$ cat src/hw/rtl/tse_pkg.sv
// ----------------------------------------------------------------------------
// tse_pkg
// Shared types and constants for the TLS server name extractor.
// ----------------------------------------------------------------------------
package tse_pkg;

  // Record and handshake codes
  localparam logic [7:0] REC_TYPE_HANDSHAKE = 8'h16;
  localparam logic [7:0] HS_TYPE_CLIENT_HELLO = 8'h01;
  localparam logic [7:0] ENTRY_TYPE_HOST_NAME = 8'h00;
  // Server name extension type is 0x0000, checked one byte at a time
  localparam logic [7:0] EXT_TYPE_SNI_BYTE = 8'h00;
  // Version (2) plus random (32)
  localparam int unsigned RANDOM_FIELD_LEN = 2 + 32;
  localparam int unsigned REC_HEADER_LEN = 5;
  localparam int unsigned HS_HEADER_LEN = 4;

  // Result verdict codes
  typedef enum logic [1:0] {
    VERDICT_MORE = 2'd0,
    VERDICT_DONE = 2'd1,
    VERDICT_FAIL = 2'd2
  } verdict_t;

  // One input word
  typedef struct packed {
    logic        last_byte;
    logic [15:0] packet_length;
    logic [7:0]  data_byte;
  } in_item_t;

  // One parser result
  typedef struct packed {
    logic        have;
    logic [7:0]  name_char;
    logic        char_valid;
    verdict_t    verdict;
    logic        last;
  } result_t;

endpackage

$ cat src/hw/rtl/tls_sni_extractor.sv
// ----------------------------------------------------------------------------
// tls_sni_extractor
// Streams out a TLS ClientHello server name, one byte a cycle unless stalled.
// ----------------------------------------------------------------------------
//  Channel   Dir  Handshake                     Contents
//  s_axis    in   s_axis_tvalid/s_axis_tready   data_byte, packet_length, last_byte
//  m_axis    out  m_axis_tvalid/m_axis_tready   name_char, char_valid, verdict, last
//  cfg       in   cfg_valid/cfg_ready           name_buffer_size
//
//  One byte per cycle sustained while the sink takes results; each byte gives
//  zero or one result word. Path: input register, then parse logic into the
//  result register. The parse state registers update once per consumed byte.
//  A stalled sink holds the result register; the input register then fills
//  and s_axis_tready drops. cfg_ready is always high.
//  Reset: parser rearmed, name_buffer_size = 256, both registers empty.
// ----------------------------------------------------------------------------
module tls_sni_extractor
  import tse_pkg::*;
#(
  parameter int LENGTH_BITS = 16
) (
  input  logic        clk,
  input  logic        rst,
  // input stream
  input  logic        s_axis_tvalid,
  output logic        s_axis_tready,
  input  logic [23:0] s_axis_tdata,  // [7:0] data_byte, [23:8] packet_length
  input  logic        s_axis_tlast,  // last_byte
  // result stream
  output logic        m_axis_tvalid,
  input  logic        m_axis_tready,
  output logic [7:0]  m_axis_tdata,  // [7:0] name_char
  output logic [2:0]  m_axis_tuser,  // [0] char_valid, [2:1] verdict
  output logic        m_axis_tlast,  // last
  // configuration
  input  logic        cfg_valid,
  output logic        cfg_ready,
  input  logic [8:0]  cfg_data       // name_buffer_size
);

  in_item_t   in_item;
  in_item_t   item;
  logic       item_valid;
  logic       advance;
  result_t    res;
  logic [7:0] name_limit;

  assign in_item.data_byte     = s_axis_tdata[7:0];
  assign in_item.packet_length = s_axis_tdata[23:8];
  assign in_item.last_byte     = s_axis_tlast;

  // Name byte limit (size minus one, size clamped to 1..256)
  assign cfg_ready = 1'b1;

  always_ff @(posedge clk) begin
    if (rst) begin
      name_limit <= 8'hFF;
    end else if (cfg_valid && cfg_ready) begin
      if (cfg_data[8]) begin
        name_limit <= 8'hFF;
      end else if (cfg_data[7:0] == '0) begin
        name_limit <= '0;
      end else begin
        name_limit <= cfg_data[7:0] - 8'd1;
      end
    end
  end

  // Consume the held word when the result register has room
  assign advance = item_valid && (!m_axis_tvalid || m_axis_tready);

  tse_in_stage u_in (
    .clk        (clk),
    .rst        (rst),
    .in_valid   (s_axis_tvalid),
    .in_ready   (s_axis_tready),
    .in_item    (in_item),
    .advance    (advance),
    .item_valid (item_valid),
    .item       (item)
  );

  tse_parser #(
    .LENGTH_BITS (LENGTH_BITS)
  ) u_parser (
    .clk        (clk),
    .rst        (rst),
    .advance    (advance),
    .item       (item),
    .name_limit (name_limit),
    .res        (res)
  );

  tse_out_stage u_out (
    .clk       (clk),
    .rst       (rst),
    .load      (advance && res.have),
    .res       (res),
    .out_valid (m_axis_tvalid),
    .out_ready (m_axis_tready),
    .out_data  (m_axis_tdata),
    .out_user  (m_axis_tuser),
    .out_last  (m_axis_tlast)
  );

  // A name byte never comes with a failure verdict
  assert property (@(posedge clk) disable iff (rst)
    m_axis_tvalid && m_axis_tuser[0] |-> m_axis_tuser[2:1] != VERDICT_FAIL)
    else $error("name byte carries failure verdict");

  // Final result of a packet is exactly a done or failure verdict
  assert property (@(posedge clk) disable iff (rst)
    m_axis_tvalid |-> (m_axis_tlast == (m_axis_tuser[2:1] != VERDICT_MORE)))
    else $error("last flag disagrees with verdict");

  // Input never stalls while the result register is empty
  assert property (@(posedge clk) disable iff (rst)
    !m_axis_tvalid |-> s_axis_tready)
    else $error("input stalled with empty result register");

endmodule

$ cat src/hw/rtl/tse_in_stage.sv
// ----------------------------------------------------------------------------
// tse_in_stage
// Input register: holds one word until the parser consumes it.
// ----------------------------------------------------------------------------
module tse_in_stage
  import tse_pkg::*;
(
  input  logic     clk,
  input  logic     rst,
  input  logic     in_valid,
  output logic     in_ready,
  input  in_item_t in_item,
  input  logic     advance,
  output logic     item_valid,
  output in_item_t item
);

  // Take a new word when empty or when the held one moves on
  assign in_ready = !item_valid || advance;

  always_ff @(posedge clk) begin
    if (rst) begin
      item_valid <= 1'b0;
    end else if (in_ready) begin
      item_valid <= in_valid;
    end
  end

  always_ff @(posedge clk) begin
    if (in_ready && in_valid) begin
      item <= in_item;
    end
  end

endmodule

$ cat src/hw/rtl/tse_parser.sv
// ----------------------------------------------------------------------------
// tse_parser
// ClientHello walker: parse state registers and one-byte next-state logic.
// ----------------------------------------------------------------------------
module tse_parser
  import tse_pkg::*;
#(
  parameter int LENGTH_BITS = 16
) (
  input  logic       clk,
  input  logic       rst,
  input  logic       advance,
  input  in_item_t   item,
  input  logic [7:0] name_limit,
  output result_t    res
);

  localparam int L  = LENGTH_BITS;
  localparam int SW = ((L > 16) ? L : 16) + 2;

  typedef enum logic [4:0] {
    PH_REC_TYPE, PH_REC_SKIP, PH_REC_LEN_HI, PH_REC_LEN_LO, PH_HS_TYPE,
    PH_HS_LEN, PH_RANDOM, PH_SID_LEN, PH_SID, PH_CS_HI, PH_CS_LO, PH_CS,
    PH_COMP_LEN, PH_COMP, PH_EXTS_HI, PH_EXTS_LO, PH_EXT_TYPE_HI,
    PH_EXT_TYPE_LO, PH_EXT_LEN_HI, PH_EXT_LEN_LO, PH_EXT_SKIP, PH_LIST_HI,
    PH_LIST_LO, PH_ENTRY_TYPE, PH_ENTRY_LEN_HI, PH_ENTRY_LEN_LO,
    PH_ENTRY_SKIP, PH_NAME, PH_DONE
  } phase_t;

  // Parse state
  logic [L-1:0] byte_position, byte_position_next;
  phase_t       phase, phase_next;
  logic [L-1:0] field_remaining, field_remaining_next;
  logic [7:0]   length_high_byte, length_high_byte_next;
  logic [L-1:0] extensions_end, extensions_end_next;
  logic [L-1:0] cur_ext_end, cur_ext_end_next;
  logic [L-1:0] name_list_end, name_list_end_next;
  logic         ext_is_sni, ext_is_sni_next;
  logic         entry_is_host, entry_is_host_next;
  logic [7:0]   copy_remaining, copy_remaining_next;
  logic         verdict_given, verdict_given_next;

  // Operands
  logic [7:0]    b;
  logic [15:0]   v16;
  logic [SW-1:0] pos_ext, len_ext, v_ext, b_ext;
  logic [SW-1:0] ee_ext, cee_ext, nle_ext;
  logic [SW-1:0] pos_plus_v, pos_plus_b;
  logic [L-1:0]  fr_dec;
  logic          skip_end;
  logic          top_ok, entry_ok, rest_skip, rest_ok;
  phase_t        rest_phase;
  logic [L-1:0]  rest_fr;
  logic [7:0]    copy_cnt;
  logic [7:0]    cr_dec;

  assign b          = item.data_byte;
  assign v16        = {length_high_byte, b};
  assign pos_ext    = SW'(byte_position) + SW'(1);
  assign len_ext    = SW'(item.packet_length[L-1:0]);
  assign v_ext      = SW'(v16);
  assign b_ext      = SW'(b);
  assign ee_ext     = SW'(extensions_end);
  assign cee_ext    = SW'(cur_ext_end);
  assign nle_ext    = SW'(name_list_end);
  assign pos_plus_v = pos_ext + v_ext;
  assign pos_plus_b = pos_ext + b_ext;

  // Skip countdown
  assign fr_dec   = (field_remaining != '0) ? field_remaining - 1'b1 : '0;
  assign skip_end = (fr_dec == '0);

  // Where the walk goes next: next extension header, rest of extension
  assign top_ok     = (pos_ext + SW'(4)) <= ee_ext;
  assign entry_ok   = (pos_ext + SW'(3)) <= nle_ext;
  assign rest_skip  = cee_ext > pos_ext;
  assign rest_fr    = L'(cee_ext - pos_ext);
  assign rest_ok    = rest_skip || top_ok;
  assign rest_phase = rest_skip ? PH_EXT_SKIP : PH_EXT_TYPE_HI;

  // Name copy length, clipped to the buffer limit
  assign copy_cnt = (v16 > 16'(name_limit)) ? name_limit : v16[7:0];
  assign cr_dec   = (copy_remaining != '0) ? copy_remaining - 1'b1 : '0;

  // Next-state and result logic for one byte
  always_comb begin
    logic     ok;
    logic     have;
    logic     valid;
    logic [7:0] ch;
    verdict_t verd;

    ok    = 1'b1;
    have  = 1'b0;
    valid = 1'b0;
    ch    = '0;
    verd  = VERDICT_MORE;

    byte_position_next    = byte_position;
    phase_next            = phase;
    field_remaining_next  = field_remaining;
    length_high_byte_next = length_high_byte;
    extensions_end_next   = extensions_end;
    cur_ext_end_next      = cur_ext_end;
    name_list_end_next    = name_list_end;
    ext_is_sni_next       = ext_is_sni;
    entry_is_host_next    = entry_is_host;
    copy_remaining_next   = copy_remaining;
    verdict_given_next    = verdict_given;

    if (!verdict_given) begin
      case (phase)
        PH_REC_TYPE: begin
          if (len_ext < SW'(REC_HEADER_LEN) || b != REC_TYPE_HANDSHAKE) begin
            ok = 1'b0;
          end else begin
            field_remaining_next = L'(2);
            phase_next = PH_REC_SKIP;
          end
        end
        PH_REC_SKIP: begin
          field_remaining_next = fr_dec;
          if (skip_end) phase_next = PH_REC_LEN_HI;
        end
        PH_REC_LEN_LO: begin
          ok = ((v_ext + SW'(REC_HEADER_LEN)) <= len_ext) &&
               ((pos_ext + SW'(HS_HEADER_LEN)) <= len_ext);
          phase_next = PH_HS_TYPE;
        end
        PH_HS_TYPE: begin
          if (b != HS_TYPE_CLIENT_HELLO) begin
            ok = 1'b0;
          end else begin
            field_remaining_next = L'(3);
            phase_next = PH_HS_LEN;
          end
        end
        PH_HS_LEN: begin
          field_remaining_next = fr_dec;
          if (skip_end) begin
            ok = (pos_ext + SW'(RANDOM_FIELD_LEN)) <= len_ext;
            field_remaining_next = L'(RANDOM_FIELD_LEN);
            phase_next = PH_RANDOM;
          end
        end
        PH_RANDOM: begin
          field_remaining_next = fr_dec;
          if (skip_end) begin
            ok = (pos_ext + SW'(1)) <= len_ext;
            phase_next = PH_SID_LEN;
          end
        end
        PH_SID_LEN: begin
          if (pos_plus_b > len_ext) begin
            ok = 1'b0;
          end else if (b == '0) begin
            ok = (pos_ext + SW'(2)) <= len_ext;
            phase_next = PH_CS_HI;
          end else begin
            field_remaining_next = L'(b);
            phase_next = PH_SID;
          end
        end
        PH_SID: begin
          field_remaining_next = fr_dec;
          if (skip_end) begin
            ok = (pos_ext + SW'(2)) <= len_ext;
            phase_next = PH_CS_HI;
          end
        end
        PH_CS_LO: begin
          if (pos_plus_v > len_ext) begin
            ok = 1'b0;
          end else if (v16 == '0) begin
            ok = (pos_ext + SW'(1)) <= len_ext;
            phase_next = PH_COMP_LEN;
          end else begin
            field_remaining_next = v16[L-1:0];
            phase_next = PH_CS;
          end
        end
        PH_CS: begin
          field_remaining_next = fr_dec;
          if (skip_end) begin
            ok = (pos_ext + SW'(1)) <= len_ext;
            phase_next = PH_COMP_LEN;
          end
        end
        PH_COMP_LEN: begin
          if (pos_plus_b > len_ext) begin
            ok = 1'b0;
          end else if (b == '0) begin
            ok = (pos_ext + SW'(2)) <= len_ext;
            phase_next = PH_EXTS_HI;
          end else begin
            field_remaining_next = L'(b);
            phase_next = PH_COMP;
          end
        end
        PH_COMP: begin
          field_remaining_next = fr_dec;
          if (skip_end) begin
            ok = (pos_ext + SW'(2)) <= len_ext;
            phase_next = PH_EXTS_HI;
          end
        end
        PH_EXTS_LO: begin
          if (pos_plus_v > len_ext) begin
            ok = 1'b0;
          end else begin
            extensions_end_next = pos_plus_v[L-1:0];
            // header of the first extension must fit
            ok = (v16 >= 16'd4);
            phase_next = PH_EXT_TYPE_HI;
          end
        end
        PH_EXT_TYPE_LO: begin
          ext_is_sni_next = (length_high_byte == EXT_TYPE_SNI_BYTE) &&
                            (b == EXT_TYPE_SNI_BYTE);
          phase_next = PH_EXT_LEN_HI;
        end
        PH_EXT_LEN_LO: begin
          if (pos_plus_v > ee_ext) begin
            ok = 1'b0;
          end else begin
            cur_ext_end_next = pos_plus_v[L-1:0];
            if (!ext_is_sni) begin
              if (v16 == '0) begin
                ok = top_ok;
                phase_next = PH_EXT_TYPE_HI;
              end else begin
                field_remaining_next = v16[L-1:0];
                phase_next = PH_EXT_SKIP;
              end
            end else if (v16 < 16'd2) begin
              ok = 1'b0;
            end else begin
              phase_next = PH_LIST_HI;
            end
          end
        end
        PH_EXT_SKIP: begin
          field_remaining_next = fr_dec;
          if (skip_end) begin
            ok = top_ok;
            phase_next = PH_EXT_TYPE_HI;
          end
        end
        PH_LIST_LO: begin
          if (pos_plus_v > cee_ext) begin
            ok = 1'b0;
          end else begin
            name_list_end_next = pos_plus_v[L-1:0];
            if (v16 >= 16'd3) begin
              phase_next = PH_ENTRY_TYPE;
            end else begin
              ok = rest_ok;
              field_remaining_next = rest_fr;
              phase_next = rest_phase;
            end
          end
        end
        PH_ENTRY_TYPE: begin
          entry_is_host_next = (b == ENTRY_TYPE_HOST_NAME);
          phase_next = PH_ENTRY_LEN_HI;
        end
        PH_ENTRY_LEN_LO: begin
          if (pos_plus_v > nle_ext) begin
            ok = 1'b0;
          end else if (entry_is_host) begin
            if (copy_cnt == '0) begin
              have = 1'b1;
              verd = VERDICT_DONE;
            end else begin
              copy_remaining_next = copy_cnt;
              phase_next = PH_NAME;
            end
          end else if (v16 == '0) begin
            if (entry_ok) begin
              phase_next = PH_ENTRY_TYPE;
            end else begin
              ok = rest_ok;
              field_remaining_next = rest_fr;
              phase_next = rest_phase;
            end
          end else begin
            field_remaining_next = v16[L-1:0];
            phase_next = PH_ENTRY_SKIP;
          end
        end
        PH_ENTRY_SKIP: begin
          field_remaining_next = fr_dec;
          if (skip_end) begin
            if (entry_ok) begin
              phase_next = PH_ENTRY_TYPE;
            end else begin
              ok = rest_ok;
              field_remaining_next = rest_fr;
              phase_next = rest_phase;
            end
          end
        end
        PH_NAME: begin
          have  = 1'b1;
          valid = 1'b1;
          ch    = b;
          copy_remaining_next = cr_dec;
          verd  = (cr_dec == '0) ? VERDICT_DONE : VERDICT_MORE;
        end
        PH_REC_LEN_HI, PH_CS_HI, PH_EXTS_HI, PH_EXT_TYPE_HI, PH_EXT_LEN_HI,
        PH_LIST_HI, PH_ENTRY_LEN_HI: begin
          length_high_byte_next = b;
          phase_next = phase_t'(phase + 5'd1);
        end
        default: begin
          ok = 1'b0;
        end
      endcase

      // Any failed check gives the failure result
      if (!ok) begin
        have  = 1'b1;
        valid = 1'b0;
        ch    = '0;
        verd  = VERDICT_FAIL;
      end
      if (have && verd != VERDICT_MORE) begin
        verdict_given_next = 1'b1;
        phase_next = PH_DONE;
      end

      // Byte counter saturates at the top of the length range
      byte_position_next = (pos_ext[SW-1:L] != '0) ? '1 : pos_ext[L-1:0];

      // Packet ended before any verdict
      if (item.last_byte && !verdict_given_next) begin
        have  = 1'b1;
        valid = 1'b0;
        ch    = '0;
        verd  = VERDICT_FAIL;
        verdict_given_next = 1'b1;
      end
    end

    // Rearm after the last byte
    if (item.last_byte) begin
      byte_position_next    = '0;
      phase_next            = PH_REC_TYPE;
      field_remaining_next  = '0;
      length_high_byte_next = '0;
      extensions_end_next   = '0;
      cur_ext_end_next      = '0;
      name_list_end_next    = '0;
      ext_is_sni_next       = 1'b0;
      entry_is_host_next    = 1'b0;
      copy_remaining_next   = '0;
      verdict_given_next    = 1'b0;
    end

    res.have       = have;
    res.name_char  = ch;
    res.char_valid = valid;
    res.verdict    = verd;
    res.last       = (verd != VERDICT_MORE);
  end

  // State registers, updated once per consumed word
  always_ff @(posedge clk) begin
    if (rst) begin
      byte_position    <= '0;
      phase            <= PH_REC_TYPE;
      field_remaining  <= '0;
      length_high_byte <= '0;
      extensions_end   <= '0;
      cur_ext_end      <= '0;
      name_list_end    <= '0;
      ext_is_sni       <= 1'b0;
      entry_is_host    <= 1'b0;
      copy_remaining   <= '0;
      verdict_given    <= 1'b0;
    end else if (advance) begin
      byte_position    <= byte_position_next;
      phase            <= phase_next;
      field_remaining  <= field_remaining_next;
      length_high_byte <= length_high_byte_next;
      extensions_end   <= extensions_end_next;
      cur_ext_end      <= cur_ext_end_next;
      name_list_end    <= name_list_end_next;
      ext_is_sni       <= ext_is_sni_next;
      entry_is_host    <= entry_is_host_next;
      copy_remaining   <= copy_remaining_next;
      verdict_given    <= verdict_given_next;
    end
  end

endmodule

$ cat src/hw/rtl/tse_out_stage.sv
// ----------------------------------------------------------------------------
// tse_out_stage
// Result register: holds one result until the sink takes it.
// ----------------------------------------------------------------------------
module tse_out_stage
  import tse_pkg::*;
(
  input  logic       clk,
  input  logic       rst,
  input  logic       load,
  input  result_t    res,
  output logic       out_valid,
  input  logic       out_ready,
  output logic [7:0] out_data,  // [7:0] name_char
  output logic [2:0] out_user,  // [0] char_valid, [2:1] verdict
  output logic       out_last   // last
);

  // Valid flag: set on load, cleared when taken
  always_ff @(posedge clk) begin
    if (rst) begin
      out_valid <= 1'b0;
    end else if (load) begin
      out_valid <= 1'b1;
    end else if (out_ready) begin
      out_valid <= 1'b0;
    end
  end

  // Payload
  always_ff @(posedge clk) begin
    if (load) begin
      out_data <= res.name_char;
      out_user <= {res.verdict, res.char_valid};
      out_last <= res.last;
    end
  end

endmodule
$ cat config.mk
export PLATFORM = sky130hd
export DESIGN_NAME = tls_sni_extractor
export DESIGN_NICKNAME = d
export VERILOG_FILES = /design/src/hw/rtl/tse_pkg.sv /design/src/hw/rtl/tls_sni_extractor.sv /design/src/hw/rtl/tse_in_stage.sv /design/src/hw/rtl/tse_parser.sv /design/src/hw/rtl/tse_out_stage.sv
export SDC_FILE = /design/constraint.sdc
export NUM_CORES = 1
export LEC_CHECK = 0
export BUFFER_PORTS_ARGS = -buffer_cell sky130_fd_sc_hd__buf_2
export CAP_MARGIN = 5
export CORE_MARGIN = 3
export CORE_UTILIZATION = 28
export DETAILED_ROUTE_END_ITERATION = 6
export PLACE_DENSITY_LB_ADDON = 0.15
export SETUP_SLACK_MARGIN = 0.02
export SLEW_MARGIN = 10
export SYNTH_ARGS = -nofsm -noshare
export SYNTH_HDL_FRONTEND = slang
export SYNTH_HIERARCHICAL = 1
export SYNTH_SLANG_ARGS = --single-unit
$ cat constraint.sdc
create_clock -name clk -period 12.66 [get_ports clk]
set_input_delay 2.532 -clock clk [delete_from_list [all_inputs] [get_ports clk]]
set_output_delay 2.532 -clock clk [all_outputs]
set_load 0.1 [all_outputs]
# == Word-level counts from Yosys, hierarchy flattened ==
# Index checks and enable logic that the tools add are counted.
# classes
addsub,14
multipliers,0
div_mod_pow,0
order_cmp,18
n_eq_ne,66
shifts,0
muxes,137
n_bitwise,2
reduce_logical,55
# op_table
operator,count
16-bit 2-to-1 mux,35
16-bit one-hot mux with 10 select lines,1
5-bit 2-to-1 mux,27
18-bit by 16-bit <= comparator with 1-bit output,7
5-bit one-hot mux with 21 select lines,1
8-bit 2-to-1 mux,12
18-bit by 16-bit > comparator with 1-bit output,5
5-bit == test (second input constant),12
1-bit 2-to-1 mux,47
5-bit by 4-bit == test with 1-bit output (second input constant),8
8-bit zero test,5
4-bit inequality test (second input constant),10
17-bit by 2-bit adder with 18-bit output (second input constant),2
3-bit inequality test (second input constant),12
16-bit zero test,2
4-bit by 2-bit inequality test with 1-bit output (second input constant),8
23-bit nonzero test,1
22-bit AND reduction,1
5-bit by 3-bit == test with 1-bit output (second input constant),4
2-bit nonzero test,10
17-bit by 1-bit adder with 18-bit output (second input constant),1
17-bit by 16-bit adder with 18-bit output,1
17-bit by 3-bit adder with 18-bit output (second input constant),1
17-bit by 6-bit adder with 18-bit output (second input constant),1
46 further kinds,78
# totals
register_bits,151
latch_bits,0
ramBits,0
mem_bits_ro,0
in_bits,39
output_inout_bits,15
word_cells,313
mem_count,0

# == Longest topological paths before layout ==
# Gate-level depths: netlist of run 1.
# logic_depth
depth_word,22
ltp_mapped,34
ltp_nobuf,31

# == By module ==
# The synthesis of run 1 kept the hierarchy.
# by_module_without_submodules
mod,instances,cells_each,area_per_inst_um2,seq_area_each_um2
tse_parser,1,1979,14480.1,2082.0
tse_in_stage,1,30,805.8,770.7
tls_sni_extractor,1,59,515.5,160.2
tse_out_stage,1,16,399.1,380.4

# == Least setup slack after synthesis of run 1 ==
# OpenSTA, ideal clock, no wires.
# synth_path
kind,reg2reg
startpoint,reg u_parser.byte_position[1]
endpoint,reg u_out.out_data[0] (enable)
setup_time_ns,0.359
arrival_ns,6.189
t_required_ns,12.301
setup_slack_ns,6.112
stages_incl_launch_ff,28
n_path_buf,2
synth_period_minus_slack_ns,6.548
path_cell_list,dfxtp_1 > ha_1 > buf_2 > and3_1 > buf_2 > xnor2_1 > inv_2 > ha_1 > or4_1 > a41o_1 > a21oi_1 > o21bai_1 > a21oi_1 > o21bai_1 > a21oi_1 > xnor2_1 > ha_1 > and4_1 > nand4_1 > o22ai_1 > a31o_2 > and3_1 > a2111oi_4 > nand4_2 > nor3_2 > nor4b_1 > nor2_1 > and2_1
# synth_rtl
element,line,rtl
start: declaration,tse_parser.sv:31,"logic [L-1:0] byte_position, byte_position_next;"
start signal: assignment,tse_parser.sv:382,byte_position <= byte_position_next;
end signal: assignment,tse_out_stage.sv:33,out_data <= res.name_char;
end: declaration,tse_out_stage.sv:14,"output logic [7:0] out_data,"

==> results of run 1 <==
cells by family after synthesis:
family / count (synthesis) / synth area share
and+or+nand+nor: 774 / 0.242
xor gates and xnor gates: 137 / 0.0745
DFF: 151 / 0.209
muxes: 28 / 0.0177
adders and majority gates: 240 / 0.186
AOI/OAI and AO/OA: 533 / 0.218
other: 1 / 0.000231
buffers and inverters: 220 / 0.0522
worst max path at each step:
| stage | from | end | cells past startpoint |
|---|---|---|---|
| final | u_parser/byte_position[0] | u_out/out_user[1] | 26 |
| after global routing | u_parser/byte_position[0] | u_out/out_valid | 28 |
| after CTS | u_parser/byte_position[0] | u_out/out_user[1] | 26 |
| after detailed placement | u_parser/byte_position[0] | u_out/out_valid | 28 |
| after global placement | u_parser/byte_position[0] | u_out/out_valid | 28 |
| after floorplan | u_parser/byte_position[1] | u_out/out_data[0] | 27 |
registers in the layout (all words and copies together) (netlist names):
name / cells
u_in/item_valid: 1
u_parser/copy_remaining: 8
u_parser/extensions_end: 16
u_parser/verdict_given: 1
u_parser/ext_is_sni: 1
u_parser/byte_position: 16
u_parser/field_remaining: 16
u_parser/length_high_byte: 8
u_out/out_data: 8
u_parser/name_list_end: 16
u_in/item: 25
u_out/out_last: 1
name_limit: 8
u_parser/phase: 5
u_parser/entry_is_host: 1
u_parser/cur_ext_end: 16
u_out/out_valid: 1
u_out/out_user: 3
through the flow:
step / cells / power [mW]
2_1_floorplan: 2084 / 0.831
3_3_place_gp: 2852 / 0.965
3_5_place_dp: 2852 / 0.965
4_1_cts: 2884 / 1.55
5_1_grt: 2884 / 1.61
6_report: 2884 / 1.53
placed cells by master (no fill, tap or decap), types with 11 or more instances in the layout:
cell type / synthesis / routed
xor2_1: 32 / 32
o21a_1: 13 / 13
nor4_1: 24 / 23
nand3_1: 85 / 85
nor2_1: 202 / 201
buf_2: 10 / 51
o21ai_0: 83 / 83
dfxtp_1: 114 / 114
edfxtp_1: 37 / 37
buf_4: 2 / 35
o21ai_1: 24 / 23
clkbuf_16: 0 / 17
nand4_1: 53 / 53
nand2_1: 186 / 186
nor3_1: 49 / 49
o211ai_1: 18 / 18
mux2i_1: 23 / 23
xnor2_1: 104 / 104
nand2b_1: 25 / 25
and2_1: 29 / 29
and4_1: 11 / 11
a211oi_1: 30 / 30
a21oi_1: 164 / 164
ha_1: 238 / 238
inv_1: 139 / 139
a22oi_1: 14 / 14
nor2b_1: 24 / 24
a31oi_1: 30 / 30
and3_1: 25 / 25
a21o_1: 28 / 28
critical path, stage by stage, from the launching register on:
cell and delay (ps):
dfxtp_1 470, ha_1 390, and3_1 350, xnor2_1 1030
inv_2 80, ha_1 380, or4_1 540, a41o_1 300
a21oi_1 280, o21bai_1 130, a21oi_1 240, o21bai_1 90
a21oi_1 170, xnor2_1 250, ha_1 290, a2111oi_0 340
o21ai_0 150, a21oi_1 150, o21ai_0 110, o311ai_1 240
nand3_1 290, or3_1 420, o211ai_1 200, nor3_2 140
nor4b_1 330, nor2_1 60, and2_1 330
cell type report:
cell class / instances / share of cell area
multi-input combinational: 1713 / 0.665
sequential: 151 / 0.188
tap: 756 / 0.0525
inverter: 146 / 0.0304
timing repair buffer: 86 / 0.0287
clock buffer: 17 / 0.0236
clock inverter: 15 / 0.0111
per-layer routing:
metal	vias to the layer above	share of wire	track usage
met2	580	0.45	0.358
li1	7702	-	-
met3	93	0.061	0.0385
met5	-	0	0
met4	0	0.027	0.0730
met1	7896	0.46	0.317
power by group through the flow:
stage / registers, mW / clock network (mW) / logic [mW]
6_report: 0.533 / 0.573 / 0.427
5_1_grt: 0.536 / 0.610 / 0.465
4_1_cts: 0.534 / 0.594 / 0.422
3_3_place_gp: 0.545 / 0 / 0.420
3_5_place_dp: 0.545 / 0 / 0.420
2_1_floorplan: 0.561 / 0 / 0.270
==> flow_summary.json, run 1 <==
{
  "post_cts_buffers": 0,
  "antenna_cells": 0,
  "antenna_found_initial": 1,
  "clock_sinks": 151,
  "layout_min_cycle_time_ps": 8090,
  "fin_nets": 2394,
  "ys_top_cells_by_count": "238 x ha_1, 202 x nor2_1, 186 x nand2_1, 164 x a21oi_1, 139 x inv_1",
  "tightest_slew_ps": 1270,
  "start_util": 0.285,
  "pwr_density_cell_nw_per_um2": 85.1,
  "power_frac_clock": 0.374,
  "slew_headroom": 0.148,
  "worst_setup_path_end_kind": "flop",
  "ctsHoldBuffers": 0,
  "clkTransAtPathRegs_ps": 70,
  "worst-path-max-fanout": 13,
  "dp_hpwl_mm": 54.2,
  "cts_tree": "done",
  "n_fill_cell": 6136,
  "h-tree-depth": 4,
  "final_util": 0.317,
  "vdd_drop_max_uv": 102,
  "cts_buffer_depth": 2,
  "async_flop_share": 0,
  "required_ps": 12830,
  "seq_area_sq_um": 3390,
  "syn-num-nets": 2363,
  "finalWorstSetupSlack_ps": 4570,
  "reg2reg_slack_ps": 4570,
  "dp_slack_ps": 4680,
  "reg2reg_depth": 26,
  "syn_avg_cell_area_sq_um": 7.77,
  "ys_seq_area_frac": 0.209,
  "holdPathEnd": "u_parser/extensions_end[15]",
  "ys_types": 102,
  "synth_ff_type": "dfxtp_1",
  "ctsRootBufferMaster": "clkbuf_16",
  "drive_above_1_share": 0.0775,
  "routed_via_density": 5.64,
  "setup_viol": 0,
  "fmax_mhz": 124,
  "drtIter0Drc": 1576,
  "status": "finished clean",
  "drv_cap": 0,
  "post_cts_resize_count": 0,
  "area_growth_pct": 11.2,
  "drt_first_pass_iters": 5,
  "power_frac_comb": 0.278,
  "worstPathArrival_ps": 8260,
  "hold_class": "flop to flop",
  "synth_top_area_frac": 0.184,
  "clk_latency_ps": 490,
  "synth_edf_count": 37,
  "die_area_sq_um": 60800,
  "grt_max_degree": 53,
  "syn_area_sq_um": 16200,
  "slew_violations": 0,
  "placeableCoreArea_sq_um": 56800,
  "p_leak_nw": 7.34,
  "seqPwrFrac": 0.348,
  "switching_share": 0.367,
  "rsz0062_at_grt": "false",
  "fin_area_sq_um": 18000,
  "yosys_warnings": 6,
  "fin_tns_setup_ps": 0,
  "drtAntennaViolNets": 0,
  "yosys-top-cells-area": "ha_1 18%, dfxtp_1 14%, edfxtp_1 6.9%",
  "period_share": 0.639,
  "multi_input_area_sq_um": 12000,
  "criticalPathCategory": "flop to flop",
  "p_int_mw": 0.970,
  "die_h_um": 247,
  "cts_inserted_buffers": 17,
  "row_count": 87,
  "grt_pass1_vias": 15400,
  "r2r_end": "u_out/out_user[1]",
  "ys_ff_latch": 151,
  "drc_errors": 0,
  "critPathLaunchType": "flop",
  "skew_ps": 13.7,
  "finalHoldViolations": 0,
  "syn_inst": 2084,
  "wl_per_cell_um": 24.1,
  "hp-start": "u_parser/extensions_end[15]",
  "synth_most_common_cell": "ha_1",
  "r2r-start": "u_parser/byte_position[0]",
  "placed_cell_area_sq_um": 17400,
  "io_pins": 54,
  "gp_congestion": 0.969,
  "chipWidth_um": 247,
  "switchingPower_mw": 0.563,
  "grt-ovfl-total": 0,
  "grt_pass1_wl_mm": 102,
  "wl_mm": 69.6,
  "yosysTopAreaCell": "ha_1",
  "grt_util_all_layers": 0.228,
  "timing.hold.ws_ps": 465,
  "port_buffers": 52,
  "vias": 16300,
  "holdPathStages": 2
}
(Power assumes the default switching activity.)
==> run 2: changes to the inputs <==
==> constraint.sdc (replaced) <==
create_clock -name clk -period 6.57 [get_ports clk]
set_input_delay 1.314 -clock clk [delete_from_list [all_inputs] [get_ports clk]]
set_output_delay 1.314 -clock clk [all_outputs]
set_load 0.1 [all_outputs]
==> run 2 against run 1 <==
Against the previous run: die area stayed put; total power rose by 89%; via count is 1.1% higher; register-to-register slack got worse by 4200 ps; highest routed layer unchanged; first-iteration DRC count decreased by 4.9%; hold slack is essentially flat; largest power group is now sequential cells; flip-flop and latch count did not move; clock-buffer cell count is 1 higher; final cell count rose by 1.9%; sequential share of layout area fell by 0.40 points; design area increased by 2.2%; non-clock buffer count grew 55.
==> flow_summary.json, run 2 (synthesized netlist as in run 1, its figures left out) <==
{
  "status": "finished clean",
  "slew_headroom": 0.289,
  "finalWorstSetupSlack_ps": 413,
  "drive_above_1_share": 0.105,
  "power_frac_comb": 0.294,
  "antenna_cells": 0,
  "p_leak_nw": 7.61,
  "drtIter0Drc": 1499,
  "wl_per_cell_um": 23.6,
  "ctsRootBufferMaster": "clkbuf_16",
  "worst-path-max-fanout": 13,
  "slew_violations": 0,
  "skew_ps": 23.2,
  "cp.buffers_inverters": 2,
  "fin_nets": 2449,
  "fin_tns_setup_ps": 0,
  "clk_latency_ps": 510,
  "die_h_um": 247,
  "dp_hpwl_mm": 54.9,
  "pwr_density_cell_nw_per_um2": 157,
  "port_buffers": 52,
  "hold_class": "flop to flop",
  "drc_errors": 0,
  "rsz0062_at_grt": "true",
  "area_growth_pct": 13.7,
  "setup_viol": 0,
  "cp_slowest_cell": "or4_1",
  "largest-register": "u_in/item",
  "cts_tree": "done",
  "fin_area_sq_um": 18400,
  "grt_pass1_vias": 15600,
  "cpLargestDelayFamily": "simple AND/OR/NAND/NOR gates",
  "hp-start": "u_parser/extensions_end[11]",
  "crit_start": "u_parser/byte_position[0]",
  "mostFrequentLayoutCells": "238 x ha_1, 200 x nor2_1, 186 x nand2_1",
  "final_util": 0.324,
  "clock_sinks": 151,
  "switching_share": 0.374,
  "power_frac_clock": 0.353,
  "cts_buffer_depth": 2,
  "row_count": 87,
  "grt_util_all_layers": 0.227,
  "finalHoldViolations": 0,
  "cp_common_cell": "nor2_1",
  "layout_commonest_cell": "ha_1",
  "start_util": 0.285,
  "gp_congestion": 1.00,
  "die_area_sq_um": 60800,
  "fin_cells": 2939,
  "dp_slack_ps": 134,
  "clkTransAtPathRegs_ps": 60,
  "worstPathArrival_ps": 6520,
  "seqPwrFrac": 0.354,
  "switchingPower_mw": 1.08,
  "required_ps": 6940,
  "worst_setup_path_end_kind": "flop",
  "largest_reg_flops": 25,
  "tightest_slew_ps": 1060,
  "critPathMaxStageDelay_ps": 470,
  "critPathLaunchType": "flop",
  "period_share": 0.937,
  "layout_min_cycle_time_ps": 6160,
  "vias": 16500,
  "dp.cells": 2906,
  "grt_pass1_wl_mm": 102,
  "io_pins": 54,
  "criticalPathCategory": "flop to flop",
  "drv_cap": 0,
  "fmax_mhz": 162,
  "placed_cell_area_sq_um": 17800,
  "vdd_drop_max_uv": 217,
  "wl_mm": 69.3,
  "h-tree-depth": 4,
  "routed_via_density": 5.60,
  "antenna_found_initial": 0,
  "drt_first_pass_iters": 5,
  "grt-ovfl-total": 0,
  "p_int_mw": 1.81,
  "cts_inserted_buffers": 17,
  "chipWidth_um": 247,
  "r2r-start": "u_parser/byte_position[0]",
  "drtAntennaViolNets": 0,
  "placeableCoreArea_sq_um": 56800,
  "grt_max_degree": 52,
  "ctsHoldBuffers": 0
}
[run 2: routing by layer]
metal / share of wire / wire length (um) / up-vias / GRT usage
li1: - / - / 7818 / -
met1: 0.47 / 32400 / 7966 / 0.314
met2: 0.44 / 30800 / 563 / 0.355
met3: 0.054 / 3740 / 103 / 0.0356
met4: 0.033 / 2270 / 0 / 0.0798
met5: 0 / 0 / - / 0
[run 2: layout make-up]
class | instances | area (sq um)
Tap cell | 756 | 946
Sequential cell | 151 | 3400
Clock buffer | 18 | 433
Clock inverter | 14 | 140
Inverter | 146 | 548
Timing Repair Buffer | 141 | 931
Fill cell | 6112 | 38400
Multi-Input combinational cell | 1713 | 12000
[run 2: path summary, 6_finish.rpt]
check | depth (start not counted) | slack, ps | end
max | 30 | 410 | u_out/out_valid
min | 2 | 460 | u_parser/extensions_end[11]
max reg2reg | 30 | 410 | u_out/out_valid
min reg2reg | 2 | 460 | u_parser/extensions_end[11]
[run 2: timing repair]
action	CTS	global route
buffers inserted	0	1
gates resized for setup	0	13
endpoints found under the setup margin	0	38
[run 2: tightest hold or removal path, stage by stage, from the launching register on]
cell and delay (ps):
dfxtp_1 310, nand3_1 60, a21oi_1 50
[run 2: power groups by stage]
stage	clock network (mW)	logic, mW	registers (mW)
5_1_grt	1.08	0.922	1.03
4_1_cts	1.06	0.837	1.02
3_5_place_dp	0	0.833	1.04
6_report	1.02	0.850	1.02
3_3_place_gp	0	0.828	1.04
2_1_floorplan	0	0.520	1.08
[run 2: per-stage QoR]
step / total power, mW / hold WS [ps]
final: 2.89 / 465
after global routing: 3.03 / 488
after CTS: 2.92 / 468
after detailed placement: 1.88 / 457
after global placement: 1.87 / 453
after floorplan: 1.60 / 438
